--- src/modular_exponentiation_assert.svh ---
// Assertion macros used by the modular exponentiation top level.
`ifndef MODULAR_EXPONENTIATION_ASSERT_SVH
`define MODULAR_EXPONENTIATION_ASSERT_SVH

// Same-cycle implication, checked outside reset.
`define MX_ASSERT_NOW(label, clk, rst_n, ante, cons, msg) \
    label: assert property (@(posedge clk) disable iff (!rst_n) (ante) |-> (cons)) \
        else $error(msg);

// Next-cycle implication, checked outside reset.
`define MX_ASSERT_NEXT(label, clk, rst_n, ante, cons, msg) \
    label: assert property (@(posedge clk) disable iff (!rst_n) (ante) |=> (cons)) \
        else $error(msg);

`endif

--- src/modexp_pkg.sv ---
// Types, constants and the microcode table of the modular exponentiation block.
package modexp_pkg;

    // Microcode address and the named program steps.
    typedef logic [2:0] upc_t;

    localparam upc_t UPC_IDLE   = 3'd0;
    localparam upc_t UPC_LDBASE = 3'd1;
    localparam upc_t UPC_LDONE  = 3'd2;
    localparam upc_t UPC_SQR    = 3'd3;
    localparam upc_t UPC_MUL    = 3'd4;
    localparam upc_t UPC_NEXT   = 3'd5;
    localparam upc_t UPC_EMIT   = 3'd6;

    // Dividend source of a multiply-reduce step.
    typedef enum logic [1:0] {
        SRC_BASE = 2'd0,
        SRC_ONE  = 2'd1,
        SRC_SQR  = 2'd2,
        SRC_MUL  = 2'd3
    } src_t;

    // Sequencing condition of a control word.
    typedef enum logic [2:0] {
        JMP_SEQ      = 3'd0,
        JMP_WAIT_IN  = 3'd1,
        JMP_BIT_CLR  = 3'd2,
        JMP_MORE     = 3'd3,
        JMP_WAIT_OUT = 3'd4
    } jmp_t;

    // One control word.
    typedef struct packed {
        logic reduce;
        src_t src;
        logic wr_m;
        logic shift;
        logic emit;
        jmp_t jmp;
        upc_t target;
    } uword_t;

    // Control going into the multiply-reduce unit.
    typedef struct packed {
        logic start;
        logic use_mul;
        logic sqr;
    } mm_ctrl_t;

    // Status coming back from the multiply-reduce unit.
    typedef struct packed {
        logic busy;
        logic done;
    } mm_stat_t;

    localparam logic [15:0] RESET_MODULUS = 16'd187;

    // Microcode program: reduce the base, seed the accumulator, then per exponent
    // bit square, conditionally multiply, and step to the next bit.
    function automatic uword_t ucode_rom(upc_t addr);
        uword_t w;
        begin
            w = '0;
            unique case (addr)
                UPC_IDLE:
                begin
                    w.jmp = JMP_WAIT_IN;
                end
                UPC_LDBASE:
                begin
                    w.reduce = 1'b1;
                    w.src    = SRC_BASE;
                    w.wr_m   = 1'b1;
                    w.jmp    = JMP_SEQ;
                end
                UPC_LDONE:
                begin
                    w.reduce = 1'b1;
                    w.src    = SRC_ONE;
                    w.jmp    = JMP_SEQ;
                end
                UPC_SQR:
                begin
                    w.reduce = 1'b1;
                    w.src    = SRC_SQR;
                    w.jmp    = JMP_BIT_CLR;
                    w.target = UPC_NEXT;
                end
                UPC_MUL:
                begin
                    w.reduce = 1'b1;
                    w.src    = SRC_MUL;
                    w.jmp    = JMP_SEQ;
                end
                UPC_NEXT:
                begin
                    w.shift  = 1'b1;
                    w.jmp    = JMP_MORE;
                    w.target = UPC_SQR;
                end
                UPC_EMIT:
                begin
                    w.emit   = 1'b1;
                    w.jmp    = JMP_WAIT_OUT;
                    w.target = UPC_IDLE;
                end
                default:
                begin
                    w.jmp    = JMP_WAIT_OUT;
                    w.target = UPC_IDLE;
                end
            endcase
            return w;
        end
    endfunction

endpackage

--- src/modexp_mulmod.sv ---
// Multiply-and-reduce unit: one registered multiply, then restoring reduction two bits a cycle.
module modexp_mulmod
    import modexp_pkg::*;
#(
    parameter int MOD_WIDTH = 16
)
(
    input  logic                 clk,
    input  logic                 rst_n,
    input  mm_ctrl_t             ctrl,
    input  logic [MOD_WIDTH-1:0] a,
    input  logic [MOD_WIDTH-1:0] b,
    input  logic [15:0]          raw,
    input  logic [MOD_WIDTH-1:0] n,
    output mm_stat_t             stat,
    output logic [MOD_WIDTH-1:0] result
);

    localparam int PW   = (2 * MOD_WIDTH > 16) ? 2 * MOD_WIDTH : 16;
    localparam int STEPS = PW / 2;
    localparam int CW   = $clog2(STEPS);
    localparam logic [CW-1:0] LAST = CW'(STEPS - 1);

    logic                   busy_reg, busy_next;
    logic                   done_reg, done_next;
    logic [CW-1:0]          cnt_reg, cnt_next;
    logic [PW-1:0]          div_reg, div_next;
    logic [MOD_WIDTH-1:0]   rem_reg, rem_next;
    logic [MOD_WIDTH-1:0]   mul_b;
    logic [2*MOD_WIDTH-1:0] prod;
    logic [MOD_WIDTH:0]     r1, r1_red, r2, r2_red;

    // Operand selection and the single multiplier.
    assign mul_b = ctrl.sqr ? a : b;
    assign prod  = a * mul_b;

    // Two restoring reduction steps, feeding the dividend from its top bits.
    assign r1     = {rem_reg, div_reg[PW-1]};
    assign r1_red = (r1 >= {1'b0, n}) ? (r1 - {1'b0, n}) : r1;
    assign r2     = {r1_red[MOD_WIDTH-1:0], div_reg[PW-2]};
    assign r2_red = (r2 >= {1'b0, n}) ? (r2 - {1'b0, n}) : r2;

    // Load on start, step while busy, flag done after the last step.
    always_comb
    begin
        busy_next = busy_reg;
        done_next = 1'b0;
        cnt_next  = cnt_reg;
        div_next  = div_reg;
        rem_next  = rem_reg;
        if (ctrl.start)
        begin
            busy_next = 1'b1;
            cnt_next  = '0;
            rem_next  = '0;
            div_next  = ctrl.use_mul ? PW'(prod) : PW'(raw);
        end
        else if (busy_reg)
        begin
            rem_next = r2_red[MOD_WIDTH-1:0];
            div_next = {div_reg[PW-3:0], 2'b00};
            cnt_next = cnt_reg + 1'b1;
            if (cnt_reg == LAST)
            begin
                busy_next = 1'b0;
                done_next = 1'b1;
            end
        end
    end

    // Control state.
    always_ff @(posedge clk or negedge rst_n)
    begin
        if (!rst_n)
        begin
            busy_reg <= 1'b0;
            done_reg <= 1'b0;
            cnt_reg  <= '0;
        end
        else
        begin
            busy_reg <= busy_next;
            done_reg <= done_next;
            cnt_reg  <= cnt_next;
        end
    end

    // Datapath registers.
    always_ff @(posedge clk)
    begin
        div_reg <= div_next;
        rem_reg <= rem_next;
    end

    assign stat.busy = busy_reg;
    assign stat.done = done_reg;
    assign result    = rem_reg;

endmodule

--- src/modular_exponentiation.sv ---
// Top level: microcoded left-to-right square-and-multiply modular exponentiation.
//
//  Channel  Direction  Signals                       Contents
//  s_*      in         s_tvalid s_tready s_tdata     base (15:0), exponent (31:16)
//  m_*      out        m_tvalid m_tready m_tdata     power result (15:0)
//  cfg_*    in         cfg_wen cfg_wdata             modulus
//
// Each multiply-reduce step, PW = max(2*MOD_WIDTH, 16), is one multiply, two-bit
// reduction steps over the PW-bit dividend and one write-back. A request runs two
// steps to reduce the base and seed the accumulator, then per exponent bit a square,
// a multiply and a shift; a cleared exponent bit saves one step. The shared multiply-reduce unit
// sets the rate. Reset loads the modulus with 187. A new request is taken while a
// result waits; the sequencer holds at its last step until the output register is free.
`include "modular_exponentiation_assert.svh"

module modular_exponentiation
    import modexp_pkg::*;
#(
    parameter int EXP_WIDTH = 16,
    parameter int MOD_WIDTH = 16
)
(
    input  logic        clk,
    input  logic        rst_n,
    input  logic        s_tvalid,
    output logic        s_tready,
    input  logic [31:0] s_tdata,   // base_value [15:0], exponent_value [31:16]
    output logic        m_tvalid,
    input  logic        m_tready,
    output logic [15:0] m_tdata,   // power_result [15:0]
    input  logic        cfg_wen,
    input  logic [15:0] cfg_wdata
);

    localparam int BW = (EXP_WIDTH > 1) ? $clog2(EXP_WIDTH) : 1;
    localparam logic [BW-1:0] BITS_INIT = BW'(EXP_WIDTH - 1);
    localparam logic [MOD_WIDTH+15:0] RST_EXT = {{MOD_WIDTH{1'b0}}, RESET_MODULUS};

    upc_t                 upc_reg, upc_next;
    logic [EXP_WIDTH-1:0] exp_reg, exp_next;
    logic [BW-1:0]        bits_left_reg, bits_left_next;
    logic [15:0]          base_reg, base_next;
    logic [MOD_WIDTH-1:0] acc_reg, acc_next;
    logic [MOD_WIDTH-1:0] m_reg, m_next;
    logic [MOD_WIDTH-1:0] mod_reg, mod_next;
    logic                 out_valid_reg, out_valid_next;
    logic [15:0]          power_reg, power_next;

    uword_t               uw;
    mm_ctrl_t             mm_ctrl;
    mm_stat_t             mm_stat;
    logic [MOD_WIDTH-1:0] mm_result;
    logic                 in_acc;
    logic                 out_free;
    logic                 go;
    logic [EXP_WIDTH+15:0] exp_ext;
    logic [MOD_WIDTH+15:0] cfg_ext;
    logic [MOD_WIDTH+15:0] res_ext;

    // Current control word.
    assign uw = ucode_rom(upc_reg);

    // Handshakes.
    assign s_tready = (upc_reg == UPC_IDLE);
    assign in_acc   = s_tvalid && s_tready;
    assign out_free = !out_valid_reg || m_tready;
    assign m_tvalid = out_valid_reg;
    assign m_tdata  = power_reg;

    // Width adaption of exponent, configuration data and result.
    assign exp_ext = {{EXP_WIDTH{1'b0}}, s_tdata[31:16]};
    assign cfg_ext = {{MOD_WIDTH{1'b0}}, cfg_wdata};
    assign res_ext = {16'd0, acc_reg};

    // Multiply-reduce unit requests.
    assign mm_ctrl.start   = uw.reduce && !mm_stat.busy && !mm_stat.done;
    assign mm_ctrl.use_mul = (uw.src == SRC_SQR) || (uw.src == SRC_MUL);
    assign mm_ctrl.sqr     = (uw.src == SRC_SQR);

    modexp_mulmod #(
        .MOD_WIDTH (MOD_WIDTH)
    ) u_mulmod (
        .clk    (clk),
        .rst_n  (rst_n),
        .ctrl   (mm_ctrl),
        .a      (acc_reg),
        .b      (m_reg),
        .raw    ((uw.src == SRC_BASE) ? base_reg : 16'd1),
        .n      (mod_reg),
        .stat   (mm_stat),
        .result (mm_result)
    );

    // A reducing step completes when the unit reports done.
    assign go = uw.reduce ? mm_stat.done : 1'b1;

    // Sequencer and datapath next state.
    always_comb
    begin
        upc_next       = upc_reg;
        exp_next       = exp_reg;
        bits_left_next = bits_left_reg;
        base_next      = base_reg;
        acc_next       = acc_reg;
        m_next         = m_reg;
        mod_next       = mod_reg;
        out_valid_next = out_valid_reg && !m_tready;
        power_next     = power_reg;

        // Configuration write.
        if (cfg_wen)
        begin
            mod_next = cfg_ext[MOD_WIDTH-1:0];
        end

        // Capture a request.
        if (in_acc)
        begin
            base_next      = s_tdata[15:0];
            exp_next       = exp_ext[EXP_WIDTH-1:0];
            bits_left_next = BITS_INIT;
        end

        // Write back a reduced value.
        if (uw.reduce && mm_stat.done)
        begin
            if (uw.wr_m)
            begin
                m_next = mm_result;
            end
            else
            begin
                acc_next = mm_result;
            end
        end

        // Move to the next exponent bit.
        if (uw.shift)
        begin
            exp_next = exp_reg << 1;
            if (bits_left_reg != '0)
            begin
                bits_left_next = bits_left_reg - 1'b1;
            end
        end

        // Deliver the result; a zero modulus yields zero.
        if (uw.emit && out_free)
        begin
            out_valid_next = 1'b1;
            power_next     = (mod_reg == '0) ? 16'd0 : res_ext[15:0];
        end

        // Step sequencing.
        case (uw.jmp)
            JMP_SEQ:
            begin
                if (go)
                begin
                    upc_next = upc_reg + 1'b1;
                end
            end
            JMP_WAIT_IN:
            begin
                if (in_acc)
                begin
                    upc_next = upc_reg + 1'b1;
                end
            end
            JMP_BIT_CLR:
            begin
                if (go)
                begin
                    upc_next = exp_reg[EXP_WIDTH-1] ? (upc_reg + 1'b1) : uw.target;
                end
            end
            JMP_MORE:
            begin
                upc_next = (bits_left_reg != '0) ? uw.target : (upc_reg + 1'b1);
            end
            JMP_WAIT_OUT:
            begin
                if (out_free)
                begin
                    upc_next = uw.target;
                end
            end
            default:
            begin
                upc_next = UPC_IDLE;
            end
        endcase
    end

    // Control state and the configuration register.
    always_ff @(posedge clk or negedge rst_n)
    begin
        if (!rst_n)
        begin
            upc_reg       <= UPC_IDLE;
            out_valid_reg <= 1'b0;
            mod_reg       <= RST_EXT[MOD_WIDTH-1:0];
        end
        else
        begin
            upc_reg       <= upc_next;
            out_valid_reg <= out_valid_next;
            mod_reg       <= mod_next;
        end
    end

    // Payload registers.
    always_ff @(posedge clk)
    begin
        exp_reg       <= exp_next;
        bits_left_reg <= bits_left_next;
        base_reg      <= base_next;
        acc_reg       <= acc_next;
        m_reg         <= m_next;
        power_reg     <= power_next;
    end

    // Checks on the sequencer and the reduction unit.
    `MX_ASSERT_NOW(a_accept_idle, clk, rst_n, in_acc, !mm_stat.busy && !mm_stat.done,
        "request accepted while the multiply-reduce unit is active")
    `MX_ASSERT_NOW(a_reduced, clk, rst_n, mm_stat.done && (mod_reg != '0), mm_result < mod_reg,
        "reduced value not below the modulus")
    `MX_ASSERT_NOW(a_done_in_step, clk, rst_n, mm_stat.done, uw.reduce,
        "reduction finished outside a reducing step")
    `MX_ASSERT_NEXT(a_emit_loads, clk, rst_n, uw.emit && out_free, out_valid_reg,
        "emit step did not load the output register")

endmodule
--- config.mk ---
export PLATFORM = sky130hd
export DESIGN_NAME = modular_exponentiation
export DESIGN_NICKNAME = d
export VERILOG_FILES = /design/src/modexp_pkg.sv /design/src/modexp_mulmod.sv /design/src/modular_exponentiation.sv
export VERILOG_INCLUDE_DIRS = /design/src /design/src/src
export SDC_FILE = /design/constraint.sdc
export NUM_CORES = 1
export LEC_CHECK = 0
export ABC_AREA = 1
export BUFFER_PORTS_ARGS = -buffer_cell sky130_fd_sc_hd__buf_4
export CORE_MARGIN = 3
export CORE_UTILIZATION = 55
export CTS_CLUSTER_SIZE = 14
export DETAILED_ROUTE_END_ITERATION = 10
export PLACE_DENSITY_LB_ADDON = 0.2
export SYNTH_ARGS = -nofsm -noshare
export SYNTH_HDL_FRONTEND = slang
export SYNTH_HIERARCHICAL = 1
export SYNTH_SLANG_ARGS = --single-unit
--- constraint.sdc ---
create_clock -name clk -period 7.3 [get_ports clk]
set_input_delay 1.095 -clock clk [delete_from_list [all_inputs] [get_ports clk]]
set_output_delay 1.095 -clock clk [all_outputs]
set_load 0.01 [all_outputs]
==> results of run 1 <==
## routing by layer
layer  GRT usage (%)  vias to the layer above  part of all wire (%)
met3            3.91                      111                   5.8
met5               0                        -                     0
met1            37.5                     7008                    41
met4            11.6                        0                   4.2
li1                -                     6897                     -
met2            48.0                      532                    49
## metrics by stage
stage | hold WS, ns | area (µm²) | cells
after global routing | 0.494 | 19400 | 2674
final | 0.457 | 19400 | 2674
after CTS | 0.460 | 19300 | 2674
after global placement | 0.443 | 18700 | 2642
after detailed placement | 0.451 | 18700 | 2642
after floorplan | 0.424 | 17700 | 2182
## cells in the mapped netlist, types with 5 or more instances
cell / count
sky130_fd_sc_hd__nand2_1: 486
sky130_fd_sc_hd__inv_1: 449
sky130_fd_sc_hd__nor2_1: 246
sky130_fd_sc_hd__fa_1: 196
sky130_fd_sc_hd__ha_1: 143
sky130_fd_sc_hd__edfxtp_1: 111
sky130_fd_sc_hd__a21oi_1: 81
sky130_fd_sc_hd__nand3_1: 81
sky130_fd_sc_hd__o21ai_0: 79
sky130_fd_sc_hd__clkbuf_1: 39
sky130_fd_sc_hd__dfxtp_1: 21
sky130_fd_sc_hd__dfrtp_1: 20
sky130_fd_sc_hd__nand2_2: 20
sky130_fd_sc_hd__xnor2_1: 16
sky130_fd_sc_hd__nand4_1: 15
sky130_fd_sc_hd__a22o_1: 14
sky130_fd_sc_hd__o21a_1: 13
sky130_fd_sc_hd__xor2_1: 12
sky130_fd_sc_hd__nand3_2: 11
sky130_fd_sc_hd__nor3_1: 11
sky130_fd_sc_hd__o21ai_2: 8
sky130_fd_sc_hd__o21bai_1: 8
sky130_fd_sc_hd__clkinv_1: 7
sky130_fd_sc_hd__nand2_4: 7
sky130_fd_sc_hd__nand3b_1: 7
sky130_fd_sc_hd__a21o_1: 6
sky130_fd_sc_hd__buf_2: 6
sky130_fd_sc_hd__dfstp_2: 6
sky130_fd_sc_hd__buf_6: 5
sky130_fd_sc_hd__o211ai_1: 5
## cells by family (layout without fill, tap and decap cells)
| family | count (synthesis) | count (layout) |
|---|---|---|
| AOI/OAI and AO/OA | 231 | 231 |
| buffers and inverters | 522 | 612 |
| DFF | 158 | 158 |
| and+or+nand+nor | 900 | 900 |
| adders and majority gates | 339 | 339 |
| xor gates and xnor gates | 28 | 28 |
| muxes | 4 | 4 |
## cell type report
| cell class | count | area [µm²] | share of cell area [%] |
|---|---|---|---|
| Sequential cell | 158 | 4410 | 22.8 |
| Clock buffer | 19 | 433 | 2.24 |
| Inverter | 463 | 1740 | 9.01 |
| Multi-Input combinational cell | 1502 | 11200 | 58.0 |
| Timing Repair Buffer | 117 | 891 | 4.60 |
| Tap cell | 402 | 503 | 2.60 |
| Clock inverter | 13 | 154 | 0.795 |
## worst max path at each step
| stage | from | cells past startpoint | endpoint | slack (ns) |
|---|---|---|---|---|
| global placement | upc_reg[0]$_DFFE_PN0P_ | 24 | u_mulmod/div_reg[21]$_DFFE_PP_ | 0.32 |
| detailed placement | upc_reg[0]$_DFFE_PN0P_ | 25 | u_mulmod/div_reg[21]$_DFFE_PP_ | 0.24 |
| finish | upc_reg[0]$_DFFE_PN0P_ | 26 | u_mulmod/div_reg[28]$_DFFE_PP_ | 0.34 |
| CTS | upc_reg[0]$_DFFE_PN0P_ | 25 | u_mulmod/div_reg[21]$_DFFE_PP_ | 0.21 |
| global route | upc_reg[0]$_DFFE_PN0P_ | 30 | u_mulmod/div_reg[19]$_DFFE_PP_ | 0.006 |
| floorplan | upc_reg[0]$_DFFE_PN0P_ | 27 | u_mulmod/div_reg[25]$_DFFE_PP_ | 0.71 |
## worst min-delay path, stage by stage (launching register included)
cell	delay [ns]
sky130_fd_sc_hd__dfxtp_1	0.30
sky130_fd_sc_hd__inv_1	0.06
sky130_fd_sc_hd__a21oi_1	0.06
==> results by group, run 1 <==
Setup path
  – Crit path kind: reg -> reg
  – Launching point of the worst reg2reg path: upc_reg[0]$_DFFE_PN0P_
  – Worst R2R Path Depth: 26
  – CP Buf/Inv Count: 7
  – Cell class contributing the biggest share of worst-path delay: adder cells
  – Worst-path cell with the longest stage delay: sky130_fd_sc_hd__fa_1
  – Critical register-to-register path endpoint: u_mulmod/div_reg[28]$_DFFE_PP_
  – Crit Path Max Fanout: 33
  – Kind of launch point of the worst setup path: register
  – Element type at the critical path end: register
  – Cell repeated most along the worst path: sky130_fd_sc_hd__fa_1
  – Largest stage delay on the critical path: just under 0.6 ns
  – Required time of the worst setup path: roughly 7.5 ns
  – Slack of the worst reg-to-reg path: 0.34 ns
  – Data arrival at the endpoint of the critical path: 7.14 ns

Yosys
  – Post-Synthesis Cell Area: ~18000 µm²
  – Post-synthesis cell count: about 2200
  – Fraction of synthesized cell area in xor and xnor cells: 1.39%
  – Number of enable flip-flop cells after synthesis: 111
  – Fraction of post-synthesis cell area in the top cell type by area: about 22%
  – Mean cell area of the mapped netlist: roughly 8.1 µm²
  – Synthesized-area fraction occupied by ao, oa, aoi and oai cells: under 10%
  – Fraction of registers with async set or reset after synthesis: between 10% and 20%
  – Syn Nets: approximately 2600
  – Post-synthesis share of cell area spent on and, or, nand and nor gates: a little over a fifth
  – Synth Register Bits: around 160
  – Top cells by area, synth: sky130_fd_sc_hd__fa_1, sky130_fd_sc_hd__edfxtp_1, sky130_fd_sc_hd__nand2_1
  – Synthesis Warnings: 6
  – Mux contribution to synthesized area: 0.255%
  – Main combinational cell family by area after synthesis: adder cells
  – Share of synthesized cell area in full adder, half adder and majority cells: between 30% and 40%
  – Prevailing post-synth register cell: sky130_fd_sc_hd__edfxtp_1
  – Post-synthesis sequential area ratio: ~25%
  – Area leader, netlist: sky130_fd_sc_hd__fa_1
  – Count of different cell masters after synthesis: 55

Drt
  – Detail Route Antenna Nets: 0
  – Routed vias: about 15000
  – Drt wl/cell: 17.8 µm
  – Initial drt markers: between 1000 and 1500
  – Via density per instance: around 5.4
  – Final routed DRC violation total: 0
  – Routed Wire Length: about 48000 µm
  – Number of iterations in the first detailed-routing pass: 7

Finish
  – Ant. Diodes: 0
  – Max reg flops: 32
  – Commonest non-fill, non-tap cells in the layout: sky130_fd_sc_hd__nand2_1, sky130_fd_sc_hd__inv_1, sky130_fd_sc_hd__nor2_1, sky130_fd_sc_hd__fa_1, sky130_fd_sc_hd__ha_1
  – # fillers: 2877
  – Area added between synthesis and finish: 9.56%
  – Share of layout cells above drive strength 1: 10.8%
  – Net count of the finished layout: ~2700
  – Most frequent standard cell in the layout excluding fill and tap cells: sky130_fd_sc_hd__nand2_1
  – Final core occ: 61.2%

Min path
  – Hold wc startpoint: exp_reg[0]$_SDFFE_PP0P_
  – Classification of the worst-slack hold path: reg -> reg
  – Worst Hold Endpoint: exp_reg[0]$_SDFFE_PP0P_
  – Cell count of the worst hold path: 2

GRT
  – Number of antenna violations at the first check in global routing: 0
  – Total GRT Usage: ~29%
  – Number of global-route vias before repair: 14764
  – Wire length of the first global-routing pass: 76000 µm
  – Pin count of the biggest net entering global routing: 34
  – Overflow left after global routing: 0

Clock network
  – Resized cells post-CTS: 0
  – Max Buffers Root-to-Sink: 2
  – Cell at the root of the clock tree: sky130_fd_sc_hd__clkbuf_16
  – Clock network latency to the later pin of the worst-skew pair: between 0.4 and 0.5 ns
  – Sinks on Clock Net: 158
  – Total setup buffers inserted after CTS: 0
  – H-tree depth reported by CTS: 4
  – Clock tree from TritonCTS: yes
  – Clock transition at the registers of the reported paths: 0.07 ns
  – Hold buffer count at CTS: 0
  – Total clock buffers created by CTS: 17

Timing
  – # setup viols final: 0
  – Slew Limit Fails: 0
  – Achievable frequency: 144 MHz
  – Shortest period the worst path allows: 6.96 ns
  – Slew Limit Headroom: approximately 22%
  – Worst Slack Setup Final: roughly 0.34 ns
  – Final setup skew: about 0.013 ns
  – Final hold violation count: 0
  – Setup TNS: 0 ns
  – Fraction of the cycle the final worst path needs: a little over nine tenths
  – Tightest Pin Transition: between 1 and 1.5 ns
  – Setup repair after global routing missed its margin: no

Place
  – I/O Buffers: 70
  – Dpl ws: approximately 0.24 ns
  – Dpl hpwl: around 39000 µm
  – Gp weighted congestion: around 1

Floorplan
  – Number of top-level pins: slightly above 70
  – Core area: about 32000 µm²
  – Starting Density: a little under three fifths
  – DIE WIDTH: about 190 µm
  – Floorplan row count: 65
  – Die ar.: 34300 µm²
  – Vertical extent of the die: between 150 and 200 µm

Outcome
  – Outcome: finished, final reports clean

Run
  – Maxcap violations: 0
Power of run 1 is left out: the tool's default activity adds up to more than one toggle a clock period on the data nets, which glitch-free logic cannot reach.
==> inputs of run 2 (changes only) <==
--- a/config.mk
+++ b/config.mk
@@ -8,8 +8,10 @@
 export LEC_CHECK = 0
 export ABC_AREA = 1
 export BUFFER_PORTS_ARGS = -buffer_cell sky130_fd_sc_hd__buf_4
+export CELL_PAD_IN_SITES_DETAIL_PLACEMENT = 1
+export CELL_PAD_IN_SITES_GLOBAL_PLACEMENT = 2
 export CORE_MARGIN = 3
-export CORE_UTILIZATION = 55
+export CORE_UTILIZATION = 39
 export CTS_CLUSTER_SIZE = 14
 export DETAILED_ROUTE_END_ITERATION = 10
 export PLACE_DENSITY_LB_ADDON = 0.2
==> run 2 against run 1 <==
  * Sequential share of layout area decreased by 0.39 points
  * Maximum frequency is 0.65% higher
  * Clock skew up 0.014 ns
  * Critical path type unchanged
==> results by group, run 2 (synthesis gave the netlist of run 1 again) <==
Floorplan
  – DIE WIDTH: 219 µm
  – Vertical extent of the die: around 220 µm
  – Number of top-level pins: 71
  – Starting Density: between 30% and 40%
  – Die ar.: about 48000 µm²
  – Floorplan row count: 77
  – Core area: 44500 µm²

Clock network
  – Max Buffers Root-to-Sink: 2
  – H-tree depth reported by CTS: 4
  – Total clock buffers created by CTS: 17
  – Clock tree from TritonCTS: yes
  – Clock network latency to the later pin of the worst-skew pair: about 0.46 ns
  – Clock transition at the registers of the reported paths: 0.07 ns
  – Cell at the root of the clock tree: sky130_fd_sc_hd__clkbuf_16
  – Hold buffer count at CTS: 0
  – Sinks on Clock Net: about 160

Timing
  – Shortest period the worst path allows: 6.91 ns
  – Final setup skew: ~0.026 ns
  – Tightest Pin Transition: about 1.1 ns
  – # setup viols final: 0
  – Slew Limit Headroom: 28.7%
  – Slew Limit Fails: 0
  – Setup repair after global routing missed its margin: no
  – Setup TNS: 0 ns
  – Final hold violation count: 0
  – Fraction of the cycle the final worst path needs: 94.7%
  – Achievable frequency: 145 MHz

GRT
  – Wire length of the first global-routing pass: approximately 90000 µm
  – Overflow left after global routing: 0
  – Number of antenna violations at the first check in global routing: 1
  – Number of global-route vias before repair: around 16000
  – Total GRT Usage: 24.5%
  – Pin count of the biggest net entering global routing: 34

Drt
  – Routed vias: approximately 15000
  – Final routed DRC violation total: 0
  – Routed Wire Length: approximately 57000 µm
  – Via density per instance: slightly above 5
  – Detail Route Antenna Nets: 0
  – Initial drt markers: 741
  – Number of iterations in the first detailed-routing pass: 5
  – Drt wl/cell: approximately 20 µm

Finish
  – Max reg flops: 32
  – Area added between synthesis and finish: 11.4%
  – Ant. Diodes: 0
  – Net count of the finished layout: approximately 2700
  – Most frequent standard cell in the layout excluding fill and tap cells: sky130_fd_sc_hd__nand2_1
  – Commonest non-fill, non-tap cells in the layout: sky130_fd_sc_hd__nand2_1, sky130_fd_sc_hd__inv_1, sky130_fd_sc_hd__nor2_1, sky130_fd_sc_hd__fa_1, sky130_fd_sc_hd__ha_1
  – Share of layout cells above drive strength 1: 11.2%

Setup path
  – Crit path kind: reg -> reg
  – Data arrival at the endpoint of the critical path: roughly 7.1 ns
  – Element type at the critical path end: register
  – Kind of launch point of the worst setup path: register
  – Crit Path Max Fanout: 33
  – Required time of the worst setup path: between 7 and 8 ns

Run
  – Maxcap violations: 0

Min path
  – Classification of the worst-slack hold path: reg -> reg

Place
  – Gp weighted congestion: between 0.8 and 0.9
  – I/O Buffers: 70
  – Dpl hpwl: ~47000 µm

Outcome
  – Outcome: finished, final reports clean
## run 2: through the flow
stage	setup WS [ns]	std cells	area, µm²	utilization (%)	hold slack [ns]
detailed placement	0.0611	2841	19100	42.8	0.458
finish	0.387	2876	19700	44.2	0.458
global route	0.00380	2876	19700	44.2	0.493
floorplan	0.711	2182	17700	-	0.424
global placement	0.297	2841	19100	42.8	0.435
CTS	0.0372	2873	19600	44.1	0.466
## run 2: layout make-up
class	instances	area (µm²)
clock inverter	13	121
tap	592	741
sequential	158	4410
clock buffer	19	454
fill	5512	24800
timing repair buffer	129	981
inverter	463	1750
multi-input combinational	1502	11200
## run 2: what timing repair did
item                                    4_1_cts  5_1_grt
resized for setup                             0       20
endpoints found under the setup margin        0       21
buffers inserted                              0        3
## run 2: layer usage
metal	vias to the layer above	GRT usage [%]	part of all wire [%]
met4	2	10.9	4.5
met2	307	42.4	50
met1	7370	30.6	42
li1	6933	-	-
met5	-	0	0.018
met3	117	3.28	3.7
## run 2: final timing paths
kind / from / endpoint / slack (ns) / depth (start not counted)
min reg2reg: exp_reg[0]$_SDFFE_PP0P_ / exp_reg[0]$_SDFFE_PP0P_ / 0.46 / 2
min: exp_reg[0]$_SDFFE_PP0P_ / exp_reg[0]$_SDFFE_PP0P_ / 0.46 / 2
max in group asynchronous: rst_n / mod_reg[0]$_DFFE_PN1P_ / 6.44 / 1
min in group asynchronous: rst_n / mod_reg[6]$_DFFE_PN0P_ / 0.55 / 1
max: upc_reg[0]$_DFFE_PN0P_ / u_mulmod/div_reg[16]$_DFFE_PP_ / 0.39 / 26
max reg2reg: upc_reg[0]$_DFFE_PN0P_ / u_mulmod/div_reg[16]$_DFFE_PP_ / 0.39 / 26
## run 2: critical path: stages (launching register included)
cell	delay (ns)
sky130_fd_sc_hd__dfrtp_1	0.42
sky130_fd_sc_hd__inv_1	0.11
sky130_fd_sc_hd__ha_1	0.27
sky130_fd_sc_hd__nor2_2	0.18
sky130_fd_sc_hd__buf_12	0.22
sky130_fd_sc_hd__nand2_1	0.07
sky130_fd_sc_hd__o21a_1	0.13
sky130_fd_sc_hd__inv_1	0.24
sky130_fd_sc_hd__nor2_1	0.10
sky130_fd_sc_hd__fa_1	0.52
sky130_fd_sc_hd__inv_1	0.07
sky130_fd_sc_hd__fa_1	0.53
sky130_fd_sc_hd__inv_1	0.05
sky130_fd_sc_hd__fa_1	0.49
sky130_fd_sc_hd__fa_1	0.54
sky130_fd_sc_hd__fa_1	0.54
sky130_fd_sc_hd__inv_1	0.05
sky130_fd_sc_hd__fa_1	0.53
sky130_fd_sc_hd__inv_1	0.04
sky130_fd_sc_hd__ha_1	0.36
sky130_fd_sc_hd__a21o_1	0.20
sky130_fd_sc_hd__a21oi_1	0.18
sky130_fd_sc_hd__o21ai_0	0.15
sky130_fd_sc_hd__a21oi_1	0.14
sky130_fd_sc_hd__inv_1	0.08
sky130_fd_sc_hd__o21ai_0	0.25
sky130_fd_sc_hd__nand2_1	0.13
Power of run 2 is left out for the same reason.
